$ cat config.mk
export PLATFORM = sky130hd
export DESIGN_NAME = daily_alarm_match_table_flat
export DESIGN_NICKNAME = d
export VERILOG_FILES = /design/src/design/damt_pkg.sv /design/src/design/damt_if.sv /design/src/design/damt_store.sv /design/src/design/damt_dist.sv /design/src/design/daily_alarm_match_table.sv /design/src/flat_wrapper.sv
export SDC_FILE = /design/constraint.sdc
export NUM_CORES = 1
export LEC_CHECK = 0
export ABC_AREA = 0
export BUFFER_PORTS_ARGS = -buffer_cell sky130_fd_sc_hd__buf_2
export CAP_MARGIN = 20
export CELL_PAD_IN_SITES_DETAIL_PLACEMENT = 2
export CELL_PAD_IN_SITES_GLOBAL_PLACEMENT = 2
export CORE_MARGIN = 2
export CORE_UTILIZATION = 48
export CTS_CLUSTER_DIAMETER = 100
export DETAILED_ROUTE_END_ITERATION = 16
export PLACE_DENSITY = 0.87
export SYNTH_ARGS = -nofsm -noshare
export SYNTH_HDL_FRONTEND = slang
export SYNTH_SLANG_ARGS = --single-unit
$ cat constraint.sdc
create_clock -name clk_i -period 12.1 [get_ports clk_i]
set_input_delay 2.42 -clock clk_i [delete_from_list [all_inputs] [get_ports clk_i]]
set_output_delay 2.42 -clock clk_i [all_outputs]
set_load 0.01 [all_outputs]
$ cat src/design/damt_pkg.sv
// Shared types and constants of the daily alarm match table.
package damt_pkg;

  localparam int unsigned MaxEntries = 16;
  localparam int unsigned IdxW = (MaxEntries > 1) ? $clog2(MaxEntries) : 1;
  localparam int unsigned CntW = $clog2(MaxEntries + 1);
  localparam int unsigned MinPerDay = 1440;
  localparam int unsigned MinPerHour = 60;
  localparam int unsigned TodW = 11;
  localparam int unsigned RawW = 12;

  typedef enum logic [2:0] {
    OpAdd    = 3'd0,
    OpRemove = 3'd1,
    OpClear  = 3'd2,
    OpToggle = 3'd3,
    OpRead   = 3'd4,
    OpCheck  = 3'd5,
    OpNext   = 3'd6
  } op_e;

  typedef struct packed {
    logic [2:0] opcode;
    logic [3:0] entry_index;
    logic [4:0] hour;
    logic [5:0] minute;
    logic [4:0] day_of_month;
    logic [7:0] tray_a;
    logic [7:0] tray_b;
    logic [7:0] tray_c;
    logic [7:0] tray_d;
  } in_item_t;

  typedef struct packed {
    logic       ok;
    logic [4:0] out_hour;
    logic [5:0] out_minute;
    logic [7:0] out_tray_a;
    logic [7:0] out_tray_b;
    logic [7:0] out_tray_c;
    logic [7:0] out_tray_d;
    logic       out_enabled;
    logic       out_fired;
    logic [4:0] entry_count;
  } out_item_t;

  typedef struct packed {
    logic [4:0] hour;
    logic [5:0] minute;
    logic [7:0] tray_d;
    logic [7:0] tray_c;
    logic [7:0] tray_b;
    logic [7:0] tray_a;
  } entry_t;

  typedef struct packed {
    logic            we;
    logic [IdxW-1:0] addr;
    entry_t          data;
  } mem_wr_t;

  typedef struct packed {
    logic [4:0]      hour;
    logic [5:0]      minute;
    logic [TodW-1:0] base_tod;
    logic [TodW-1:0] best;
    logic [4:0]      cmp_hour;
    logic [5:0]      cmp_minute;
  } dist_req_t;

  typedef struct packed {
    logic [TodW-1:0] fwd;
    logic            less;
    logic            match;
  } dist_rsp_t;

endpackage

$ cat src/design/damt_if.sv
// Valid/ready channel interfaces for request and response beats.
interface damt_in_if import damt_pkg::*; ();
  logic     valid;
  logic     ready;
  in_item_t payload;

  modport source (output valid, output payload, input ready);
  modport sink (input valid, input payload, output ready);
endinterface

interface damt_out_if import damt_pkg::*; ();
  logic      valid;
  logic      ready;
  out_item_t payload;

  modport source (output valid, output payload, input ready);
  modport sink (input valid, input payload, output ready);
endinterface

$ cat src/design/damt_store.sv
// Entry memory: one write port, one registered read port.
module damt_store import damt_pkg::*; (
  input  logic            clk_i,
  input  mem_wr_t         wr_i,
  input  logic [IdxW-1:0] rd_addr_i,
  output entry_t          rd_data_o
);

  entry_t mem_q [MaxEntries];

  always_ff @(posedge clk_i) begin
    if (wr_i.we) begin
      mem_q[wr_i.addr] <= wr_i.data;
    end
  end

  always_ff @(posedge clk_i) begin
    rd_data_o <= mem_q[rd_addr_i];
  end

endmodule

$ cat src/design/damt_dist.sv
// Shared unit: minute of day, forward distance, distance compare and time match.
module damt_dist import damt_pkg::*; (
  input  dist_req_t req_i,
  output dist_rsp_t rsp_o
);

  logic [RawW-1:0] raw;
  logic [RawW-1:0] tod;
  logic [RawW-1:0] diff;
  logic [RawW-1:0] wrapped;

  always_comb begin
    raw = RawW'(req_i.hour) * RawW'(MinPerHour) + RawW'(req_i.minute);
    tod = (raw >= RawW'(MinPerDay)) ? raw - RawW'(MinPerDay) : raw;
    diff = tod - RawW'(req_i.base_tod);
    wrapped = diff + RawW'(MinPerDay);
    rsp_o.fwd = diff[RawW-1] ? wrapped[TodW-1:0] : diff[TodW-1:0];
    rsp_o.less = rsp_o.fwd < req_i.best;
    rsp_o.match = (req_i.hour == req_i.cmp_hour) && (req_i.minute == req_i.cmp_minute);
  end

endmodule

$ cat src/design/daily_alarm_match_table.sv
// Top level of the daily alarm match table: sequencer, flags and result register.
//
//   channel  dir  beat          handshake
//   req_i    in   in_item_t     valid/ready, taken when both high
//   rsp_o    out  out_item_t    valid/ready, taken when both high
//
// Add, clear, toggle and bad requests go from StExec straight to StFinish.
// Read, remove, check and next pass through StScan, one entry per cycle through
// the memory read port and the shared unit; an empty scan reads no entry, and
// a check stops at the first enabled, unfired entry whose time matches.
// Reset empties the table; no clearing pass is needed.
// A result waiting in the output register holds; the next request is still taken.
module daily_alarm_match_table import damt_pkg::*; (
  input logic      clk_i,
  input logic      rst_ni,
  damt_in_if.sink  req_i,
  damt_out_if.source rsp_o
);

  typedef enum logic [1:0] {
    StIdle,
    StExec,
    StScan,
    StFinish
  } state_e;

  state_e            state_q, state_d;
  logic [CntW-1:0]   used_q, used_d;
  logic [4:0]        last_day_q, last_day_d;
  logic [CntW-1:0]   rd_ptr_q, rd_ptr_d;
  logic [CntW-1:0]   end_q, end_d;
  logic              pend_vld_q, pend_vld_d;
  logic              out_vld_q, out_vld_d;

  in_item_t          item_q, item_d;
  logic [IdxW-1:0]   pend_idx_q, pend_idx_d;
  logic [MaxEntries-1:0] en_q, en_d;
  logic [MaxEntries-1:0] fired_q, fired_d;
  logic [TodW-1:0]   now_q, now_d;
  logic [TodW-1:0]   best_q, best_d;
  logic              res_ok_q, res_ok_d;
  entry_t            res_entry_q, res_entry_d;
  logic              res_en_q, res_en_d;
  logic              res_fired_q, res_fired_d;
  out_item_t         out_q, out_d;

  mem_wr_t           mem_wr;
  entry_t            rd_data;
  dist_req_t         dist_req;
  dist_rsp_t         dist_rsp;
  logic              idx_ok;
  logic [IdxW-1:0]   item_idx;
  logic [IdxW-1:0]   used_idx;

  damt_store u_store (
    .clk_i     (clk_i),
    .wr_i      (mem_wr),
    .rd_addr_i (rd_ptr_q[IdxW-1:0]),
    .rd_data_o (rd_data)
  );

  damt_dist u_dist (
    .req_i (dist_req),
    .rsp_o (dist_rsp)
  );

  assign req_i.ready   = (state_q == StIdle);
  assign rsp_o.valid   = out_vld_q;
  assign rsp_o.payload = out_q;

  always_comb begin
    state_d     = state_q;
    used_d      = used_q;
    last_day_d  = last_day_q;
    rd_ptr_d    = rd_ptr_q;
    end_d       = end_q;
    pend_vld_d  = 1'b0;
    pend_idx_d  = pend_idx_q;
    out_vld_d   = out_vld_q;
    item_d      = item_q;
    en_d        = en_q;
    fired_d     = fired_q;
    now_d       = now_q;
    best_d      = best_q;
    res_ok_d    = res_ok_q;
    res_entry_d = res_entry_q;
    res_en_d    = res_en_q;
    res_fired_d = res_fired_q;
    out_d       = out_q;

    idx_ok   = 32'(item_q.entry_index) < 32'(used_q);
    item_idx = IdxW'(item_q.entry_index);
    used_idx = used_q[IdxW-1:0];

    mem_wr.we          = 1'b0;
    mem_wr.addr        = used_idx;
    mem_wr.data.hour   = item_q.hour;
    mem_wr.data.minute = item_q.minute;
    mem_wr.data.tray_a = item_q.tray_a;
    mem_wr.data.tray_b = item_q.tray_b;
    mem_wr.data.tray_c = item_q.tray_c;
    mem_wr.data.tray_d = item_q.tray_d;

    dist_req.hour       = rd_data.hour;
    dist_req.minute     = rd_data.minute;
    dist_req.base_tod   = now_q;
    dist_req.best       = best_q;
    dist_req.cmp_hour   = item_q.hour;
    dist_req.cmp_minute = item_q.minute;

    if (out_vld_q && rsp_o.ready) begin
      out_vld_d = 1'b0;
    end

    case (state_q)
      StIdle: begin
        if (req_i.valid) begin
          item_d  = req_i.payload;
          state_d = StExec;
        end
      end

      StExec: begin
        res_ok_d    = 1'b0;
        res_entry_d = '0;
        res_en_d    = 1'b0;
        res_fired_d = 1'b0;
        state_d     = StFinish;
        case (op_e'(item_q.opcode))
          OpAdd: begin
            if (32'(used_q) < MaxEntries) begin
              mem_wr.we          = 1'b1;
              en_d[used_idx]     = 1'b1;
              fired_d[used_idx]  = 1'b0;
              used_d             = used_q + 1'b1;
              res_ok_d           = 1'b1;
            end
          end
          OpRemove: begin
            if (idx_ok) begin
              for (int j = 0; j < MaxEntries - 1; j++) begin
                if (32'(j) >= 32'(item_q.entry_index)) begin
                  en_d[j]    = en_q[j+1];
                  fired_d[j] = fired_q[j+1];
                end
              end
              used_d   = used_q - 1'b1;
              res_ok_d = 1'b1;
              rd_ptr_d = CntW'(32'(item_q.entry_index) + 1);
              end_d    = used_q;
              state_d  = StScan;
            end
          end
          OpClear: begin
            used_d   = '0;
            res_ok_d = 1'b1;
          end
          OpToggle: begin
            if (idx_ok) begin
              en_d[item_idx] = ~en_q[item_idx];
              res_ok_d       = 1'b1;
            end
          end
          OpRead: begin
            if (idx_ok) begin
              rd_ptr_d = CntW'(item_q.entry_index);
              end_d    = CntW'(32'(item_q.entry_index) + 1);
              state_d  = StScan;
            end
          end
          OpCheck: begin
            if (item_q.day_of_month != last_day_q) begin
              last_day_d = item_q.day_of_month;
              fired_d    = '0;
            end
            rd_ptr_d = '0;
            end_d    = used_q;
            state_d  = StScan;
          end
          OpNext: begin
            dist_req.hour     = item_q.hour;
            dist_req.minute   = item_q.minute;
            dist_req.base_tod = '0;
            now_d             = dist_rsp.fwd;
            best_d            = TodW'(MinPerDay);
            rd_ptr_d          = '0;
            end_d             = used_q;
            state_d           = StScan;
          end
          default: begin
          end
        endcase
      end

      StScan: begin
        if (rd_ptr_q < end_q) begin
          rd_ptr_d   = rd_ptr_q + 1'b1;
          pend_vld_d = 1'b1;
          pend_idx_d = rd_ptr_q[IdxW-1:0];
        end else if (!pend_vld_q) begin
          state_d = StFinish;
        end
        if (pend_vld_q) begin
          case (op_e'(item_q.opcode))
            OpRemove: begin
              mem_wr.we   = 1'b1;
              mem_wr.addr = pend_idx_q - 1'b1;
              mem_wr.data = rd_data;
            end
            OpRead: begin
              res_ok_d    = 1'b1;
              res_entry_d = rd_data;
              res_en_d    = en_q[pend_idx_q];
              res_fired_d = fired_q[pend_idx_q];
            end
            OpCheck: begin
              if (en_q[pend_idx_q] && !fired_q[pend_idx_q] && dist_rsp.match) begin
                fired_d[pend_idx_q] = 1'b1;
                res_ok_d            = 1'b1;
                res_entry_d         = rd_data;
                res_en_d            = 1'b1;
                res_fired_d         = 1'b1;
                pend_vld_d          = 1'b0;
                state_d             = StFinish;
              end
            end
            OpNext: begin
              if (en_q[pend_idx_q] && dist_rsp.less) begin
                best_d      = dist_rsp.fwd;
                res_ok_d    = 1'b1;
                res_entry_d = rd_data;
                res_en_d    = 1'b1;
                res_fired_d = fired_q[pend_idx_q];
              end
            end
            default: begin
            end
          endcase
        end
      end

      StFinish: begin
        if (!out_vld_q || rsp_o.ready) begin
          out_d.ok          = res_ok_q;
          out_d.out_hour    = res_entry_q.hour;
          out_d.out_minute  = res_entry_q.minute;
          out_d.out_tray_a  = res_entry_q.tray_a;
          out_d.out_tray_b  = res_entry_q.tray_b;
          out_d.out_tray_c  = res_entry_q.tray_c;
          out_d.out_tray_d  = res_entry_q.tray_d;
          out_d.out_enabled = res_en_q;
          out_d.out_fired   = res_fired_q;
          out_d.entry_count = 5'(used_q);
          out_vld_d         = 1'b1;
          state_d           = StIdle;
        end
      end

      default: begin
        state_d = StIdle;
      end
    endcase
  end

  always_ff @(posedge clk_i or negedge rst_ni) begin
    if (!rst_ni) begin
      state_q    <= StIdle;
      used_q     <= '0;
      last_day_q <= '0;
      rd_ptr_q   <= '0;
      end_q      <= '0;
      pend_vld_q <= 1'b0;
      out_vld_q  <= 1'b0;
    end else begin
      state_q    <= state_d;
      used_q     <= used_d;
      last_day_q <= last_day_d;
      rd_ptr_q   <= rd_ptr_d;
      end_q      <= end_d;
      pend_vld_q <= pend_vld_d;
      out_vld_q  <= out_vld_d;
    end
  end

  always_ff @(posedge clk_i) begin
    item_q      <= item_d;
    pend_idx_q  <= pend_idx_d;
    en_q        <= en_d;
    fired_q     <= fired_d;
    now_q       <= now_d;
    best_q      <= best_d;
    res_ok_q    <= res_ok_d;
    res_entry_q <= res_entry_d;
    res_en_q    <= res_en_d;
    res_fired_q <= res_fired_d;
    out_q       <= out_d;
  end

endmodule
$ cat src/flat_wrapper.sv
// flat-port wrapper written by rule: the top's interface ports become plain ports
module daily_alarm_match_table_flat import damt_pkg::*;
  (clk_i, rst_ni, req_i_valid, req_i_payload, req_i_ready, rsp_o_valid, rsp_o_payload, rsp_o_ready);
  damt_in_if req_i_i ();
  damt_out_if rsp_o_i ();
  input logic clk_i;
  input logic rst_ni;
  input wire logic [$bits(req_i_i.valid)-1:0] req_i_valid;
  input wire logic [$bits(req_i_i.payload)-1:0] req_i_payload;
  output wire logic [$bits(req_i_i.ready)-1:0] req_i_ready;
  output wire logic [$bits(rsp_o_i.valid)-1:0] rsp_o_valid;
  output wire logic [$bits(rsp_o_i.payload)-1:0] rsp_o_payload;
  input wire logic [$bits(rsp_o_i.ready)-1:0] rsp_o_ready;
  assign req_i_i.valid = req_i_valid;
  assign req_i_i.payload = req_i_payload;
  assign req_i_ready = req_i_i.ready;
  assign rsp_o_valid = rsp_o_i.valid;
  assign rsp_o_payload = rsp_o_i.payload;
  assign rsp_o_i.ready = rsp_o_ready;
  daily_alarm_match_table u_core (.clk_i(clk_i), .rst_ni(rst_ni), .req_i(req_i_i), .rsp_o(rsp_o_i));
endmodule
# Word-level counts from Yosys, hierarchy flattened

Memory sizes are Yosys's and may differ from the RTL's. A register that Yosys moved wholly into a read port is not among the register bits.
Index checks and enable logic that the tools add are counted.

Memories: 1
Output and inout port bits: 53
Bits in registers: 234
Input bits: 59
Memory bits (writable): 688
Logic and storage cells: 362

Bitwise operators: 5
Multiplexer cells: 121
$add $sub $neg: 9
Reductions and logical operators: 64
Multiply operators: 1
Equal/unequal tests: 65
$lt $le $gt $ge: 26

Memory list:

| memory               | words | bits a word | read ports | clocked after Yosys merged registers in | write ports | RTL line        | source |
|---|---|---|---|---|---|---|---|
| u_core.u_store.mem_q | 16    | 43          | 1          | 1                                       | 1           | damt_store.sv:9 | `entry_t mem_q [MaxEntries];` |

Operators with widths:

| cell                                                | number |
|---|---|
| AND reduction 9 bit                                 | 15 |
| 2-to-1 mux 43 bit                                   | 3 |
| one-hot mux 43 bit (3 select lines)                 | 1 |
| 2-to-1 mux 16 bit                                   | 7 |
| 2-to-1 mux 48 bit                                   | 2 |
| one-hot mux 15 bit (3 select lines)                 | 2 |
| AND reduction 6 bit                                 | 15 |
| one-hot mux 43 bit (2 select lines)                 | 1 |
| != test 3 x 2 -> 1 bit (second input constant)      | 21 |
| 2-to-1 mux 1 bit                                    | 56 |
| 2-to-1 mux 11 bit                                   | 5 |
| != test 2 x 1 -> 1 bit (second input constant)      | 24 |
| 2-to-1 mux 47 bit                                   | 1 |
| one-hot mux 5 bit (3 select lines)                  | 3 |
| 2-to-1 mux 22 bit                                   | 2 |
| bitwise OR 16 bit                                   | 2 |
| one-hot mux 16 bit (2 select lines)                 | 1 |
| 2-to-1 mux 15 bit                                   | 2 |
| 2-to-1 mux 5 bit                                    | 6 |
| >= comparator 4 bit (first input constant)          | 7 |
| one-hot mux 11 bit (2 select lines)                 | 1 |
| bitwise AND 16 bit                                  | 1 |
| bitwise mux 16 bit                                  | 1 |
| >= comparator 3 x 4 -> 1 bit (first input constant) | 4 |
| other kinds (53)                                    | 108 |

# Depth between registers and ports, before layout

Depth after elaboration: 16
Gate-level depth with buffers: 40
Mapped depth without buffers: 37

# Hierarchy

From an unflattened synthesis, not the netlist that was laid out.

Cells, all modules: 2362
Area total of the unflattened synthesis: 40132.2 µm²

By module, submodules not included:

| module                  | instances | seq. area each (µm²) | cells each | area each (µm²) |
|---|---|---|---|---|
| damt_store              | 1         | 21520.6              | 1116       | 26639.3 |
| daily_alarm_match_table | 1         | 6906.6               | 992        | 11426.0 |
| damt_dist               | 1         | 0.0                  | 254        | 2067.0 |

# Worst setup path after synthesis

OpenSTA, ideal clock, no wires.

Kind: reg2reg
From: reg u_core.state_q[1]
To: reg u_core.res_en_q (enable)
Path buffers: 2
Arrival: 9.607 ns
Data required time: 11.689 ns
Cell stages (with the launch flop): 36
Slack: 2.081 ns
Library setup time: 0.411 ns
Clock period less this slack: 10.019 ns
Cells stage by stage: dfrtp_1 > inv_1 > ha_1 > nand4b_4 > inv_2 > clkbuf_1 > nand2_1 > nand2_1 > inv_1 > fa_1 > fa_1 > inv_1 > ha_1 > o21ai_0 > or2_1 > buf_2 > nand2_1 > or3_1 > o32a_1 > o21a_1 > o221ai_1 > xnor2_1 > ha_1 > or3_1 > o221a_2 > o311a_1 > o41ai_2 > o31a_2 > nor2_4 > mux2_4 > ha_1 > nor3_1 > nor3_1 > a21o_1 > a211oi_1 > o31a_1

RTL lines:

| item                   | RTL line                       | source |
|---|---|---|
| start, declared        | daily_alarm_match_table.sv:27  | `state_e state_q, state_d;` |
| start signal, assigned | daily_alarm_match_table.sv:267 | `state_q <= StIdle;` |
| start signal, assigned | daily_alarm_match_table.sv:275 | `state_q <= state_d;` |
| end signal, assigned   | daily_alarm_match_table.sv:294 | `res_en_q <= res_en_d;` |
| end, declared          | daily_alarm_match_table.sv:43  | `logic res_en_q, res_en_d;` |

==> impl_results.md <==
* Worst-path maximum fanout at 46
* Number of I/O pins at roughly 110
* WHS at slightly below 400 ps
* DR WL/cell at around 37 microns
* CTS Buffer Depth at 3
* Most frequent cells in the layout: edfxtp_1 (898), mux4_2 (227), nand2_1 (129), buf_2 (111), clkbuf_16 (101)
* Residual DRC count at 0
* Die Height at 294 microns
* First-pass GRT wire length at 191 mm
* YS warnings at 0
* Slew Limit Fails at 0
* Clock latency on the worst-skew pair at 700 ps
* RSZ-0062 raised after global routing: false
* Postcts setup bufs at 0
* GP Congestion at ~0.82
* H-tree Lvls at 3
* Detailed Route Iter0 Violations at around 2700
* Tightest Pin Transition at 1130 ps
* Vias at 23300
* Register bit total from synthesis at 965
* Number of antenna-violating nets in the routed design at 0
* Synth Flop Type: edfxtp_1
* Worst Setup Path Type: flop to flop
* Core Box Area at 0.0834 sq mm
* Final Hold Vio Count at 0
* Detailed Route WL at 133 mm
* Port bufs at around 110
* Fin nets at 2522
* Via density at 6.53
* Final WS setup at approximately 830 ps
* Initial antenna violation count at 2
* Setup TNS at 0 ps
* Hold Path Class: flop to flop
* Gr ovfl total at 0
* Die span in x at 294 microns
* Drt pass-1 iters at 5
* Vias in the first global route at roughly 25000
* CP required at between 10000 and 15000 ps
* Largest stage delay on the critical path at roughly 900 ps
* Max_slew headroom at around 25%
* Final Util at 54.8%
* # hold bufs at CTS at 0
* Die ar. at between 0.08 and 0.09 sq mm
* Syn nets at around 2400
* Post-DP HPWL at around 73 mm
* CP delay by family, top: compound AO/OA/AOI/OAI gates
* Worst-path clk slew at 70 ps
* F_max at 88.7 MHz
* Yosys cell types at 84
* Worst Path Arrival at around 12000 ps
* Pre-CTS WS at 614 ps
* Initial core utilization at 48.4%
* Fraction of registers with async set/reset at ~2.5%
* PostCTS Resize Cnt at 0
* Layout area overhead at 13.1%
* Most used cell, CP: ha_1
* Crit path buf inv count at 3
* Mapped cell area at a little over 0.04 sq mm
* Tmin final at approximately 11000 ps
* CTS Buf Count at 100
* Ratio of cells with drive above 1 in the final layout at between 20% and 30%
* Antenna Cells at 0
* Max-cap violations at 0
* CP endpoint kind: flop
* Setup Skew at around 61 ps
* Slowest CP cell: edfxtp_1
* Root buffer cell: clkbuf_16
* Synthesized area per cell at 17.9 sq um
* Clock sink total at approximately 970
* Seq/Total Area, Yosys at 70.4%
* Synth Instances at about 2300
* Total GRT Usage at a little under a third
* Post-synth EDFFs at 898
* Number of core rows at roughly 110
* Commonest non-fill, non-tap cell in the layout: edfxtp_1
* Tcrit/Tclk final at ~93%
* TritonCTS clock tree: done
* Pin count of the biggest net entering global routing at around 100
* Status: complete, no violations
* Worst setup SP type: flop
* Final setup fails at 0
## cells in the mapped netlist (5+ instances only)
master    instances  share of area (%)
o31a_1            5               0.11
a32oi_1          15               0.33
mux4_2          227                 13
xor2_1            9               0.20
o211ai_1          9               0.17
ha_1             61                1.9
nand2b_1         14               0.22
nand4_1           6              0.093
nand3_1          16               0.20
o22ai_1           5              0.077
nor2b_1          23               0.36
xnor2_1          32               0.69
o221ai_1         14               0.30
clkbuf_1         89               0.83
o21ai_0          46               0.57
a21oi_1          93                1.2
a31oi_1          24               0.37
and3_1            5              0.077
a211o_1           5               0.11
nor2_1           79               0.73
nand2_1         129                1.2
o21a_1           13               0.24
inv_1            58               0.54
dfxtp_1          43                2.1
mux2_2           52                1.5
or2_2            12               0.19
fa_1              8               0.40
o21ai_1           5              0.062
mux2i_1          22               0.55
or3_1             7               0.11
nor4_1            6              0.093
and2_1           56               0.87
dfrtp_1          24                1.5
buf_1            18               0.17
nor3_1           27               0.33
a21boi_0          5              0.093
nor3b_1           6               0.11
a21o_1           20               0.37
edfxtp_1        898                 67
## logic make-up (layout without fill, tap and decap cells)
logic type / after synthesis / count (layout) / share of synthesized area, %
adders and majority gates: 69 / 69 / 2.29
muxes: 302 / 302 / 14.7
DFF: 965 / 965 / 70.4
buffers and inverters: 173 / 396 / 1.65
AOI/OAI and AO/OA: 304 / 304 / 5.05
xor gates and xnor gates: 41 / 41 / 0.889
and+or+nand+nor: 403 / 403 / 5.02
## metal layers
metal | up-vias | routed length (microns) | GRT usage, %
li1 | 9314 | - | -
met1 | 12600 | 52100 | 41.0
met2 | 1079 | 68300 | 53.9
met3 | 260 | 7890 | 4.27
met4 | 4 | 4520 | 10.3
met5 | - | 22 | 0
## path summary, 6_finish.rpt
check | startpoint | end | slack, ps | depth (start not counted)
setup / recovery | u_core.item_q[54]$_DFFE_PP_ | u_core.res_entry_q[35]$_SDFFCE_PN0P_ | 830 | 32
setup reg to reg | u_core.item_q[54]$_DFFE_PP_ | u_core.res_entry_q[35]$_SDFFCE_PN0P_ | 830 | 32
hold / removal | u_core.res_entry_q[36]$_SDFFCE_PN0P_ | u_core.rsp_o.payload[43]$_DFFE_PP_ | 400 | 0
min in group asynchronous | rst_ni | u_core.rd_ptr_q[1]$_DFFE_PN0P_ | 1770 | 1
hold reg to reg | u_core.res_entry_q[36]$_SDFFCE_PN0P_ | u_core.rsp_o.payload[43]$_DFFE_PP_ | 400 | 0
max in group asynchronous | rst_ni | u_core.rd_ptr_q[0]$_DFFE_PN0P_ | 9820 | 1
## flip-flops by register name, indices dropped and copies added (netlist names)
signal                    cells
u_core.item_q                40
u_core.rd_ptr_q               5
u_core.res_fired_q            1
u_core.now_q                 11
u_core.used_q                 5
u_core.res_entry_q           43
u_core.res_en_q               1
u_core.state_q                2
u_core.rsp_o.valid            1
u_core.fired_q               16
u_core.en_q                  16
u_core.end_q                  5
u_core.item_idx               4
u_core.u_store.rd_data_o     43
u_core.res_ok_q               1
u_core.pend_idx_q             4
u_core.rsp_o.payload         51
u_core.pend_vld_q             1
u_core.best_q                11
u_core.dist_req              11
u_core.last_day_q             5
u_core.u_store.mem_q        688
## layout make-up
class / instances / area (sq um)
Clock buffer: 133 / 2720
Sequential cell: 965 / 28400
Fill cell: 7091 / 37700
Multi-Input combinational cell: 1119 / 11400
Inverter: 59 / 221
Tap cell: 1080 / 1350
Clock inverter: 55 / 623
Timing Repair Buffer: 149 / 888
## through the flow
step / area [sq um] / std cells
finish: 45700 / 3560
global route: 45700 / 3560
CTS: 45600 / 3556
detailed placement: 42300 / 3368
global placement: 42300 / 3367
floorplan: 40400 / 2257
Power is not shown: default switching activity piles up to over one toggle a cycle in this logic, so the estimate is an artifact.
